File: src/rtl/rtca_pkg.sv
// ----------------------------------------------------------------------------
// RTC core package
// Types, address map, item codes and BCD helpers for the RTC core.
// ----------------------------------------------------------------------------
`timescale 1ns / 1ps
`default_nettype none

package rtca_pkg;

    localparam int ADDR_W    = 7;
    localparam int DATA_W    = 8;
    localparam int TIME_REGS = 7;
    localparam int ALM_REGS  = 8;

    typedef logic [DATA_W-1:0]                 byte_t;
    typedef logic [TIME_REGS-1:0][DATA_W-1:0]  time_file_t;
    typedef logic [ALM_REGS-1:0][DATA_W-1:0]   alarm_file_t;
    typedef logic [3:0][DATA_W-1:0]            quad_t;

    // item codes
    localparam logic [1:0] MODE_TICK  = 2'd0;
    localparam logic [1:0] MODE_READ  = 2'd1;
    localparam logic [1:0] MODE_WRITE = 2'd2;

    // address map
    localparam logic [ADDR_W-1:0] ADDR_TIME_LAST = 7'h06;
    localparam logic [ADDR_W-1:0] ADDR_ALM0      = 7'h07;
    localparam logic [ADDR_W-1:0] ADDR_ALM0_LAST = 7'h0A;
    localparam logic [ADDR_W-1:0] ADDR_ALM1      = 7'h0B;
    localparam logic [ADDR_W-1:0] ADDR_ALM1_LAST = 7'h0E;
    localparam logic [ADDR_W-1:0] ADDR_CONTROL   = 7'h0F;
    localparam logic [ADDR_W-1:0] ADDR_STATUS    = 7'h10;
    localparam logic [ADDR_W-1:0] ADDR_TRICKLE   = 7'h11;
    localparam logic [ADDR_W-1:0] ADDR_RSVD      = 7'h12;
    localparam logic [ADDR_W-1:0] ADDR_RSVD_LAST = 7'h1F;
    localparam logic [ADDR_W-1:0] ADDR_RAM       = 7'h20;

    // control register bits
    localparam int CTL_NEOSC = 7;
    localparam int CTL_INTCN = 2;
    localparam int CTL_AIE1  = 1;
    localparam int CTL_AIE0  = 0;

    localparam byte_t CONTROL_RESET = 8'hC0;
    localparam byte_t HOUR_12_WRAP  = 8'h52;  // 12 AM in 12-hour mode

    // alarm mask patterns {day, hour, min, sec}
    localparam logic [3:0] MASK_EVERY_SEC = 4'hF;
    localparam logic [3:0] MASK_SEC       = 4'hE;
    localparam logic [3:0] MASK_MIN_SEC   = 4'hC;
    localparam logic [3:0] MASK_HMS       = 4'h8;
    localparam logic [3:0] MASK_DHMS      = 4'h0;

    typedef struct packed {
        time_file_t tm;
        logic       hit0;
        logic       hit1;
    } tick_res_t;

    function automatic logic bcd_ok(input byte_t v, input byte_t lo, input byte_t hi);
        return (v[3:0] <= 4'd9) && (v[7:4] <= 4'd9) && (v >= lo) && (v <= hi);
    endfunction

    function automatic byte_t bcd_next(input byte_t v);
        return (v[3:0] == 4'd9) ? {v[7:4] + 4'd1, 4'd0} : v + 8'd1;
    endfunction

    // seconds / minutes step; zero result means carry
    function automatic byte_t step_sixty(input byte_t v);
        return (!bcd_ok(v, 8'h00, 8'h59) || v == 8'h59) ? 8'h00 : bcd_next(v);
    endfunction

    // BCD year divisible by four
    function automatic logic leap_bcd(input byte_t yr);
        logic [3:0] u;
        u = yr[3:0];
        if (yr[4]) begin
            return (u == 4'd2) || (u == 4'd6);
        end
        return (u == 4'd0) || (u == 4'd4) || (u == 4'd8);
    endfunction

    // last day of a valid BCD month
    function automatic byte_t month_last(input byte_t mo, input logic leap);
        byte_t d;
        unique case (mo)
            8'h02:                      d = leap ? 8'h29 : 8'h28;
            8'h04, 8'h06, 8'h09, 8'h11: d = 8'h30;
            default:                    d = 8'h31;
        endcase
        return d;
    endfunction

    function automatic logic alarm_hit(input quad_t al, input quad_t tq);
        logic [3:0] m;
        logic [3:0] eq;
        logic       hit;
        for (int i = 0; i < 4; i++) begin
            m[i]  = al[i][7];
            eq[i] = (al[i][6:0] == tq[i][6:0]);
        end
        unique case (m)
            MASK_EVERY_SEC: hit = 1'b1;
            MASK_SEC:       hit = eq[0];
            MASK_MIN_SEC:   hit = &eq[1:0];
            MASK_HMS:       hit = &eq[2:0];
            MASK_DHMS:      hit = &eq;
            default:        hit = 1'b0;
        endcase
        return hit;
    endfunction

endpackage

`default_nettype wire

File: src/rtl/bcd_rtc_calendar_alarms_core.sv
// ----------------------------------------------------------------------------
// BCD real-time clock / calendar core with two alarms
// Register block: one-second ticks, register reads and writes, user RAM.
// ----------------------------------------------------------------------------
//  channel | ports                                          | role
//  --------+------------------------------------------------+-------------------
//  s_      | s_valid s_ready s_mode s_address s_write_data  | tick / read / write
//  m_      | m_valid m_ready m_read_data m_int0_n m_int1_n  | one result per beat
//          | m_alarm0_flag m_alarm1_flag                    |
//
//  One beat per cycle sustained while m_ready drains the result register. A beat is accepted, its effect on the clock,
//  alarm and control state is computed in the same cycle and stored at the
//  accepting edge; the result shows on m_ the next cycle.
//  The RAM read port is registered, so RAM read data joins the result there.
//  s_ready is high whenever the result register is empty or being drained.
//  Synchronous active-low reset; no RAM clearing pass (per-byte valid bits).
// ----------------------------------------------------------------------------
`timescale 1ns / 1ps
`default_nettype none

module bcd_rtc_calendar_alarms_core #(
    parameter int RAM_BYTES = 96
) (
    input  logic       aclk,
    input  logic       aresetn,

    input  logic       s_valid,
    output logic       s_ready,
    input  logic [1:0] s_mode,
    input  logic [6:0] s_address,
    input  logic [7:0] s_write_data,

    output logic       m_valid,
    input  logic       m_ready,
    output logic [7:0] m_read_data,
    output logic       m_int0_n,
    output logic       m_int1_n,
    output logic       m_alarm0_flag,
    output logic       m_alarm1_flag
);

    localparam int RAM_AW = $clog2(RAM_BYTES);

    // architectural state
    rtca_pkg::time_file_t  time_reg,    time_next;
    rtca_pkg::alarm_file_t alarm_reg,   alarm_next;
    rtca_pkg::byte_t       control_reg, control_next;
    rtca_pkg::byte_t       trickle_reg, trickle_next;
    logic [1:0]            flags_reg,   flags_next;   // bit0 alarm 0, bit1 alarm 1
    logic [1:0]            pins_reg,    pins_next;    // bit0 int0_n, bit1 int1_n

    // user RAM, valid bit per byte stands in for the reset clear
    rtca_pkg::byte_t       ram [RAM_BYTES];
    logic [RAM_BYTES-1:0]  ram_valid_reg;
    rtca_pkg::byte_t       ram_q_reg;
    logic                  ram_q_valid_reg;

    // result register
    logic                  res_valid_reg;
    rtca_pkg::byte_t       res_data_reg,   res_data_next;
    logic                  res_is_ram_reg, res_is_ram_next;

    rtca_pkg::tick_res_t   tk;
    logic                  acc;
    logic                  ram_hit;
    logic [6:0]            ram_off;
    logic [RAM_AW-1:0]     ram_idx;
    logic [6:0]            alm_off;
    logic                  ram_we;
    logic                  intcn;

    assign acc     = s_valid && s_ready;
    assign s_ready = !res_valid_reg || m_ready;

    assign ram_off = s_address - rtca_pkg::ADDR_RAM;
    assign ram_hit = (s_address >= rtca_pkg::ADDR_RAM) && (ram_off < RAM_BYTES);
    assign ram_idx = ram_off[RAM_AW-1:0];
    assign alm_off = s_address - rtca_pkg::ADDR_ALM0;
    assign ram_we  = acc && (s_mode == rtca_pkg::MODE_WRITE) && ram_hit;

    rtca_tick u_tick (
        .tm_cur (time_reg),
        .alm    (alarm_reg),
        .res    (tk)
    );

    // next state for the beat at the inputs
    always_comb begin
        time_next       = time_reg;
        alarm_next      = alarm_reg;
        control_next    = control_reg;
        trickle_next    = trickle_reg;
        flags_next      = flags_reg;
        pins_next       = pins_reg;
        res_data_next   = 8'h00;
        res_is_ram_next = 1'b0;
        intcn           = control_reg[rtca_pkg::CTL_INTCN];

        unique case (s_mode)
            rtca_pkg::MODE_TICK: begin
                if (!control_reg[rtca_pkg::CTL_NEOSC]) begin
                    time_next = tk.tm;
                    if (tk.hit0) begin
                        flags_next[0] = 1'b1;
                        if (control_reg[rtca_pkg::CTL_AIE0]) begin
                            pins_next[0] = 1'b0;
                        end
                    end
                    if (tk.hit1) begin
                        flags_next[1] = 1'b1;
                        if (control_reg[rtca_pkg::CTL_AIE1]) begin
                            // INTCN routes alarm 1 to its own pin
                            if (intcn) begin
                                pins_next[1] = 1'b0;
                            end else begin
                                pins_next[0] = 1'b0;
                            end
                        end
                    end
                end
            end
            rtca_pkg::MODE_READ, rtca_pkg::MODE_WRITE: begin
                if (s_mode == rtca_pkg::MODE_READ) begin
                    priority if (s_address <= rtca_pkg::ADDR_TIME_LAST) begin
                        res_data_next = time_reg[s_address[2:0]];
                    end else if (s_address <= rtca_pkg::ADDR_ALM1_LAST) begin
                        res_data_next = alarm_reg[alm_off[2:0]];
                    end else if (s_address == rtca_pkg::ADDR_CONTROL) begin
                        res_data_next = control_reg;
                    end else if (s_address == rtca_pkg::ADDR_STATUS) begin
                        res_data_next = {6'b000000, flags_reg};
                    end else if (s_address == rtca_pkg::ADDR_TRICKLE) begin
                        res_data_next = trickle_reg;
                    end else begin
                        res_is_ram_next = ram_hit;  // reserved reads stay 0
                    end
                end else begin
                    priority if (s_address <= rtca_pkg::ADDR_TIME_LAST) begin
                        time_next[s_address[2:0]] = s_write_data;
                    end else if (s_address <= rtca_pkg::ADDR_ALM1_LAST) begin
                        alarm_next[alm_off[2:0]] = s_write_data;
                    end else if (s_address == rtca_pkg::ADDR_CONTROL) begin
                        control_next = s_write_data;
                    end else if (s_address == rtca_pkg::ADDR_STATUS) begin
                        flags_next = s_write_data[1:0];
                    end else if (s_address == rtca_pkg::ADDR_TRICKLE) begin
                        trickle_next = s_write_data;
                    end else begin
                        // RAM handled by the memory block; reserved ignored
                    end
                end

                // any access to an alarm's registers clears its flag
                if (s_address >= rtca_pkg::ADDR_ALM0 && s_address <= rtca_pkg::ADDR_ALM0_LAST) begin
                    flags_next[0] = 1'b0;
                    if (intcn || !flags_next[1]) begin
                        pins_next[0] = 1'b1;
                    end
                end else if (s_address >= rtca_pkg::ADDR_ALM1
                             && s_address <= rtca_pkg::ADDR_ALM1_LAST) begin
                    flags_next[1] = 1'b0;
                    if (intcn) begin
                        pins_next[1] = 1'b1;
                    end else if (!flags_next[0]) begin
                        pins_next[0] = 1'b1;
                    end
                end
            end
            default: begin
                // unused code: no effect, reads 0
            end
        endcase
    end

    // control / architectural state
    always_ff @(posedge aclk) begin
        if (!aresetn) begin
            time_reg      <= '0;
            alarm_reg     <= '0;
            control_reg   <= rtca_pkg::CONTROL_RESET;
            trickle_reg   <= 8'h00;
            flags_reg     <= 2'b00;
            pins_reg      <= 2'b11;
            ram_valid_reg <= '0;
            res_valid_reg <= 1'b0;
        end else begin
            if (acc) begin
                time_reg    <= time_next;
                alarm_reg   <= alarm_next;
                control_reg <= control_next;
                trickle_reg <= trickle_next;
                flags_reg   <= flags_next;
                pins_reg    <= pins_next;
            end
            if (ram_we) begin
                ram_valid_reg[ram_idx] <= 1'b1;
            end
            if (acc) begin
                res_valid_reg <= 1'b1;
            end else if (m_ready) begin
                res_valid_reg <= 1'b0;
            end
        end
    end

    // result payload
    always_ff @(posedge aclk) begin
        if (acc) begin
            res_data_reg    <= res_data_next;
            res_is_ram_reg  <= res_is_ram_next;
            ram_q_valid_reg <= ram_valid_reg[ram_idx];
        end
    end

    // user RAM: one write port, one registered read port
    always_ff @(posedge aclk) begin
        if (ram_we) begin
            ram[ram_idx] <= s_write_data;
        end
        if (acc) begin
            ram_q_reg <= ram[ram_idx];
        end
    end

    // Flags and pins are read straight from state: state only moves on an
    // accept, and an accept also loads the result register with that beat.
    assign m_valid       = res_valid_reg;
    assign m_read_data   = res_is_ram_reg ? (ram_q_valid_reg ? ram_q_reg : 8'h00)
                                          : res_data_reg;
    assign m_int0_n      = pins_reg[0];
    assign m_int1_n      = pins_reg[1];
    assign m_alarm0_flag = flags_reg[0];
    assign m_alarm1_flag = flags_reg[1];

endmodule

`default_nettype wire

File: src/rtl/rtca_tick.sv
// ----------------------------------------------------------------------------
// RTC one-second step
// Next BCD time/calendar for one tick and the two alarm matches on it.
// ----------------------------------------------------------------------------
`timescale 1ns / 1ps
`default_nettype none

module rtca_tick (
    input  rtca_pkg::time_file_t  tm_cur,
    input  rtca_pkg::alarm_file_t alm,
    output rtca_pkg::tick_res_t   res
);

    rtca_pkg::time_file_t tm_n;
    rtca_pkg::byte_t      sec_n, min_n, hr_n, hr12, h;
    rtca_pkg::byte_t      yr, mo, dt, last;
    logic                 c_sec, c_min, c_hr, hr_carry, pm, cal_ok;

    always_comb begin
        tm_n = tm_cur;

        sec_n   = rtca_pkg::step_sixty(tm_cur[0]);
        c_sec   = (sec_n == 8'h00);
        tm_n[0] = sec_n;

        min_n = rtca_pkg::step_sixty(tm_cur[1]);
        c_min = c_sec && (min_n == 8'h00);
        if (c_sec) begin
            tm_n[1] = min_n;
        end

        // hours: 12-hour (bit 6) or 24-hour
        h    = tm_cur[2];
        pm   = h[5];
        hr12 = {3'b000, h[4:0]};
        if (h[6]) begin
            if (!rtca_pkg::bcd_ok(hr12, 8'h01, 8'h12)) begin
                hr_n = 8'h00;
            end else if (hr12 == 8'h11) begin
                hr_n = {2'b01, ~pm, 5'h12};
            end else if (hr12 == 8'h12) begin
                hr_n = {2'b01, pm, 5'h01};
            end else begin
                hr_n = {2'b01, pm, 5'h00} | rtca_pkg::bcd_next(hr12);
            end
            hr_carry = (hr_n == rtca_pkg::HOUR_12_WRAP);
        end else begin
            hr_n     = (!rtca_pkg::bcd_ok(h, 8'h00, 8'h23) || h == 8'h23) ? 8'h00
                                                                          : rtca_pkg::bcd_next(h);
            hr_carry = (hr_n == 8'h00);
        end
        c_hr = c_min && hr_carry;
        if (c_min) begin
            tm_n[2] = hr_n;
        end

        // calendar
        yr     = tm_cur[6];
        mo     = {2'b00, tm_cur[5][5:0]};
        dt     = {2'b00, tm_cur[4][5:0]};
        last   = rtca_pkg::month_last(mo, rtca_pkg::leap_bcd(yr));
        cal_ok = rtca_pkg::bcd_ok(yr, 8'h00, 8'h99) && rtca_pkg::bcd_ok(mo, 8'h01, 8'h12)
              && rtca_pkg::bcd_ok(dt, 8'h01, 8'h31) && (dt <= last);
        if (c_hr) begin
            tm_n[3] = (tm_cur[3] == 8'h07) ? 8'h01 : tm_cur[3] + 8'd1;
            if (!cal_ok) begin
                tm_n[4] = 8'h01;
                tm_n[5] = 8'h01;
                tm_n[6] = 8'h00;
            end else if (dt != last) begin
                tm_n[4] = rtca_pkg::bcd_next(dt);
                tm_n[5] = mo;
                tm_n[6] = yr;
            end else begin
                tm_n[4] = 8'h01;
                if (mo != 8'h12) begin
                    tm_n[5] = rtca_pkg::bcd_next(mo);
                    tm_n[6] = yr;
                end else begin
                    tm_n[5] = 8'h01;
                    tm_n[6] = (yr == 8'h99) ? 8'h00 : rtca_pkg::bcd_next(yr);
                end
            end
        end

        res.tm   = tm_n;
        res.hit0 = rtca_pkg::alarm_hit(alm[3:0], tm_n[3:0]);
        res.hit1 = rtca_pkg::alarm_hit(alm[7:4], tm_n[3:0]);
    end

endmodule

`default_nettype wire

File: config.mk
export PLATFORM = sky130hd
export DESIGN_NAME = bcd_rtc_calendar_alarms_core
export DESIGN_NICKNAME = d
export VERILOG_FILES = /design/src/rtl/rtca_pkg.sv /design/src/rtl/bcd_rtc_calendar_alarms_core.sv /design/src/rtl/rtca_tick.sv
export SDC_FILE = /design/constraint.sdc
export NUM_CORES = 2
export LEC_CHECK = 0
export BUFFER_PORTS_ARGS = -buffer_cell sky130_fd_sc_hd__buf_2
export CAP_MARGIN = 20
export CORE_UTILIZATION = 50
export CTS_CLUSTER_DIAMETER = 120
export DETAILED_ROUTE_END_ITERATION = 7
export PLACE_DENSITY = 0.72
export RECOVER_POWER = 50
export SLEW_MARGIN = 20
export SYNTH_ARGS = -nofsm -noshare
export SYNTH_HDL_FRONTEND = slang
export SYNTH_SLANG_ARGS = --single-unit
File: constraint.sdc
create_clock -name aclk -period 3.95 [get_ports aclk]
set_clock_uncertainty 0.05 [all_clocks]
set_input_delay 0.5925 -clock aclk [delete_from_list [all_inputs] [get_ports aclk]]
set_output_delay 0.5925 -clock aclk [all_outputs]
set_load 0.1 [all_outputs]
## Word-level counts from Yosys, hierarchy flattened

Memory sizes are Yosys's and may differ from the RTL's. A register that Yosys moved wholly into a read port is not among the register bits.
Index checks and enable logic that the tools add are counted.

- Magnitude comparators: 40
- Add/subtract/negate cells: 17
- Multiply operators: 0
- Reductions and logical operators: 79
- Multiplexer cells: 88
- Div/mod/pow operators: 0
- Bitwise logic cells: 9
- Shifts and indexed selects: 0
- Eq/ne operators: 65

Operators by type and width:

| operator | number |
|---|---|
| 8-bit two-way mux | 30 |
| 56-bit two-way mux | 3 |
| 56-bit one-hot mux with 2 select lines | 1 |
| 96-bit OR | 1 |
| 64-bit bitwise mux | 1 |
| 4-bit == test (second input constant) | 15 |
| 56-bit bitwise mux | 1 |
| 7-bit == test | 8 |
| 8-bit binary-select mux with 3-bit select | 2 |
| 8-bit demux with 3-bit select | 2 |
| 24-bit two-way mux | 2 |
| 8-bit by 1-bit adder with 8-bit output (second input constant) | 5 |
| 4-bit less-or-equal comparator (second input constant) | 10 |
| 1-bit logical AND | 34 |
| 8-bit by 1-bit >= comparator with 1-bit output (second input constant) | 4 |
| 32-bit two-way mux | 1 |
| 1-bit two-way mux | 26 |
| 8-bit by 7-bit == test with 1-bit output (second input constant) | 3 |
| 8-bit zero test | 3 |
| 6-bit AND reduction | 4 |
| 2-bit two-way mux | 11 |
| 2-bit != test (second input constant) | 10 |
| 3-bit != test (second input constant) | 6 |
| 4-bit by 1-bit adder with 4-bit output (second input constant) | 4 |
| other kinds (66) | 111 |

- ROM bits: 0
- Memories kept: 1
- Bits in registers: 247
- Logic and storage cells: 329
- Output and inout port bits: 14
- RAM bits: 768
- Bits in latches: 0

Memory list:

| name | depth | width | rd ports | clocked after Yosys merged registers in | wr ports | line | text |
|---|---|---|---|---|---|---|---|
| ram | 96 | 8 | 1 | 1 | 1 | bcd_rtc_calendar_alarms_core.sv:53 | `rtca_pkg::byte_t ram [RAM_BYTES];` |

## Logic depth before layout (Yosys ltp)

- Depth after elaboration: 20
- Depth in mapped cells: 17

## By module

A second synthesis with hierarchy kept.

- Cell total of the unflattened synthesis: 3506
- Area total of the unflattened synthesis: 46295.7 sq um

Modules (own cells, without submodules):

| module | seq. area each (sq um) | instances | cells each | area each (sq um) |
|---|---|---|---|---|
| bcd_rtc_calendar_alarms_core | 28347.2 | 1 | 2901 | 42235.5 |
| rtca_tick | 0.0 | 1 | 605 | 4060.1 |

## Worst setup path after synthesis

Ideal clock, no wire load.

- Kind: register to register
- Start point: register res_valid_reg, in the netlist m_valid
- End point: register time_reg[43] in the netlist's numbering
- Required time: 3784 ps
- Clock period less this slack: 4219 ps
- Cell stages (with the launch flop): 12
- Setup slack: -269 ps
- Arrival time: 4053 ps
- Buffers on the path: 2
- Library setup time: 116 ps
- Cell sequence: dfxtp_1 -> nand2b_1 -> nand2_1 -> inv_1 -> nand2_1 -> a211o_1 -> or2_2 -> clkbuf_1 -> a211oi_1 -> clkbuf_1 -> o221ai_1 -> o211a_1

- Word-level cells in the longest chain between the ends: 4

RTL lines:

| item | line | text |
|---|---|---|
| start: declaration | bcd_rtc_calendar_alarms_core.sv:59 | `logic res_valid_reg;` |
| start signal: assignment | bcd_rtc_calendar_alarms_core.sv:185 | `res_valid_reg <= 1'b0;` |
| start signal: assignment | bcd_rtc_calendar_alarms_core.sv:199 | `res_valid_reg <= 1'b1;` |
| start signal: assignment | bcd_rtc_calendar_alarms_core.sv:201 | `res_valid_reg <= 1'b0;` |
| 1-bit zero test | bcd_rtc_calendar_alarms_core.sv:73 | `assign s_ready = !res_valid_reg \|\| m_ready;` |
| 1-bit logical OR | bcd_rtc_calendar_alarms_core.sv:73 |  |
| named net s_ready | bcd_rtc_calendar_alarms_core.sv:28 | `output logic s_ready,` |
| 1-bit logical AND | bcd_rtc_calendar_alarms_core.sv:72 | `assign acc = s_valid && s_ready;` |
| named net acc | bcd_rtc_calendar_alarms_core.sv:64 | `logic acc;` |
| 7-bit AND reduction (no line) | -- |  |
| end signal: assignment | bcd_rtc_calendar_alarms_core.sv:188 | `time_reg <= time_next;` |
| end: declaration | bcd_rtc_calendar_alarms_core.sv:45 | `rtca_pkg::time_file_t time_reg, time_next;` |

The timed path passes the listed nets, and every way through them passes these cells.
A chain may end at the register's enable or synchronous reset.

## Worst setup path after layout

- Start point: register time_reg[9] in the netlist's numbering
- End point: register flags_reg[0]

- Word-level cells in the longest chain between the ends: 16
- Elaborated cells between the ends (all ways): 28
- Those cells by class: add/sub: 1; order compare: 3; eq/ne: 6; mux: 6; reduce/logical: 12

RTL lines:

| item | line | text |
|---|---|---|
| parallel branches: the longest is 13 deep, another holds 8-bit by 1-bit >= comparator with 1-bit output | -- |  |
| 1-bit one-hot mux with 5 select lines (*) | rtca_pkg.sv:102 | `unique case (m)` |
| 2-bit != test (no line) (*) | -- |  |
| 4-bit AND reduction (no line) (*) | -- |  |
| end signal: assignment | bcd_rtc_calendar_alarms_core.sv:192 | `flags_reg <= flags_next;` |
| end: declaration | bcd_rtc_calendar_alarms_core.sv:49 | `logic [1:0] flags_reg, flags_next;` |

Every way passes the cells marked *. The select of a mux whose other input is x is not followed.

==> flow_summary.toml <==
[sta]
tightest_slew_ps = 2725
hold_viol_final = 0
drv_slew = 653
relSlewSlack_pct = -81.69
post-route-period-util_pct = 96.46
fin_crit_ps = 3810
finalSetupTns_ps = 0
setup_viol = 0
max_freq_mhz = 262.4

[clock_network]
cts_buffers = 103
clockRootBuffer = "clkbuf_16"
path_clk_slew_ps = 70
cts_buffer_depth = 3
cts.sinks = 1023
cts_tree = "built"
clock_latency_ps = 700
htreeDepth = 3
cts_hold_buf = 0

[die]
die_x_um = 298.0
fp.dieArea_mm2 = 0.08882
ioPinCount = 35
fp-row-count = 108
initial_utilization_pct = 50.50
fp.coreArea_mm2 = 0.08675
die_h_um = 298.0

[critical_path]
crit_chain = "inv_2 -> ha_2 -> or3b_2 -> a32oi_1 -> o21ai_0 -> o21ai_1 -> buf_4 -> nor2_2 -> a2111oi_1 -> o21ai_0 -> o41ai_1 -> a22o_2 -> a21oi_1 -> o311a_1"
max_stage_delay_ps = 490
path_max_fanout = 9
r2r_start = "time_reg[9]"
rr_endpoint = "flags_reg[0]"
crit_slowest_cell = "or3b_2"
endpoint_kind = "flip-flop"
r2r_setup_slack_ps = 140
crit_type = "flip-flop to flip-flop"
crit_arrival_ps = 4340
path_buf_inv = 2
startpoint_type = "flip-flop"
reg2reg_depth = 14
crit_top_cell = "o21ai_0"
crit_required_ps = 4480
critical-path-top-delay-family = "compound AO/OA/AOI/OAI gates"

[yosys]
synth_area_leader_cell = "edfxtp_1"
synth_area_leaders = "edfxtp_1 (54%), dfxtp_1 (11%), a22oi_1 (5.2%)"
synth_top_area_share_pct = 53.87
async_flop_share_pct = 0
synth_area_per_cell_um2 = 12.48
netlist_instances = 3511
synth_ff_type = "edfxtp_1"
ys_seq_elements = 1023
yosysWarnings = 0
syn_nets = 3573
yosysSeqAreaShare_pct = 64.70
synth_area_mm2 = 0.04381
yosysUniqueCellTypes = 88
synth_edf_count = 786

[global_route]
grt_pass1_vias = 30470
track_usage_pct = 29.51
grt_max_degree = 94
grt_pass1_wl_um = 197300
antenna_found_initial = 7
grt_overflow = 0

[placement]
gp_congestion = 0.9876
hpwl_um = 86040
portBuffers = 34

[run]
maxCapViolations = 14

[route]
dr_total_vias = 32070
viasPerCell = 6.491
drc = 0
dr.pass1.iters = 8
drtIter0Drc = 4361
wire_per_inst_um = 27.00
ant_nets = 0
wirelength_um = 133400

[finish]
largest_reg_flops = 768
final_common_cell = "edfxtp_1"
post-route-util_pct = 57.89
area_growth_pct = 14.62
nets = 3756
drive_gt1_share_pct = 14.43
fillers = 6881
final_cell_mix = "edfxtp_1 (786), nor2_1 (504), a22oi_1 (303)"

[hold_path]
holdPathEnd = "m_valid"
hold_depth = 3
hold_class = "input port to flip-flop"
hold_start = "s_valid"

[power]
ir_worst_vdd_mv = 0.4135
leakage_uw = 0.01710
powerDensity_mw_per_mm2 = 461.3

[outcome]
status = "complete, but fails checks"
violations = "max-capacitance violations, max-slew violations"
tightest hold or removal path: cells and delay by family:
family                 cells  cell delay [ps]
AOI/OAI and AO/OA          1               50
buffers and inverters      2              150
power breakdown:
group	internal, µW	total, µW	switching [µW]
clock network	5590	9800	4220
registers	11600	11700	47.7
logic	484	1690	1210
total	17700	23200	5470
through the flow:
| step | total power, µW | hold slack (ps) | instances | cell area (µm²) | setup slack [ps] |
|---|---|---|---|---|---|
| after floorplan | 12770 | 381.8 | 3511 | 43820 | 113.7 |
| after global placement | 13520 | 391.9 | 4742 | 47040 | 47.74 |
| after detailed placement | 13540 | 406.6 | 4742 | 47040 | 23.86 |
| after CTS | 23180 | 66.01 | 4937 | 50450 | 29.41 |
| after global routing | 23700 | 108.7 | 4939 | 50210 | -37.14 |
| final | 23160 | 98.32 | 4941 | 50220 | 139.7 |
cell type report:
cell class	instances	area, µm²	share of cell area [%]
diodes	2	5.005	0.009966
clock buffers	133	2770	5.516
clock inverters	62	641.9	1.278
inverters	66	252.7	0.5033
multi-input cells	2168	14350	28.57
flip-flops and latches	1023	28350	56.45
well taps	1155	1445	2.878
repair buffers	332	2407	4.794
repair_timing:
action                     CTS  global route
setup endpoints to repair    0            12
resized for setup            0            12
buffers inserted             0             2
per-layer routing:
layer / track usage (%) / wire (µm) / part of all wire, % / up-vias
met5: 0 / 11 / 0.0082 / -
met4: 9.145 / 4395 / 3.3 / 2
met3: 5.433 / 15330 / 11 / 316
met2: 46.28 / 60900 / 46 / 2053
met1: 41.78 / 52780 / 40 / 15790
li1: - / - / - / 13920
kinds of logic after synthesis:
family,share of synthesized area (%)
fa+ha+maj,1.194
xor+xnor,1.239
compound gates,15.04
buf+inv,2.799
simple gates,9.858
flops,64.70
mux,5.177
cells in the mapped netlist (25+ instances only):
cell type and number:
dfxtp_1 237, o21ai_0 147, a221oi_1 82, xnor2_1 37
nand3_1 50, nand4_1 81, mux2_2 45, clkbuf_1 216
buf_1 28, inv_1 62, o221ai_1 31, nor2_1 506
xor2_1 25, a21oi_1 100, o211ai_1 37, ha_1 41
nand2_1 159, nor3_1 34, edfxtp_1 786, a22oi_1 303
mux2i_1 122, and3_1 25, a22o_1 36
how the worst max path moves through the flow:
stage                            from      endpoint  slack (ps)  cells after the start
final                     time_reg[9]  flags_reg[0]         140                     14
after global routing      time_reg[9]  flags_reg[0]         -40                     14
after CTS                 time_reg[0]  time_reg[52]          30                     15
after detailed placement  time_reg[0]  flags_reg[0]          20                     14
after global placement    time_reg[0]  flags_reg[0]          50                     14
after floorplan               m_valid  time_reg[43]         110                     11
No activity file was read; power rests on OpenSTA's default activity.
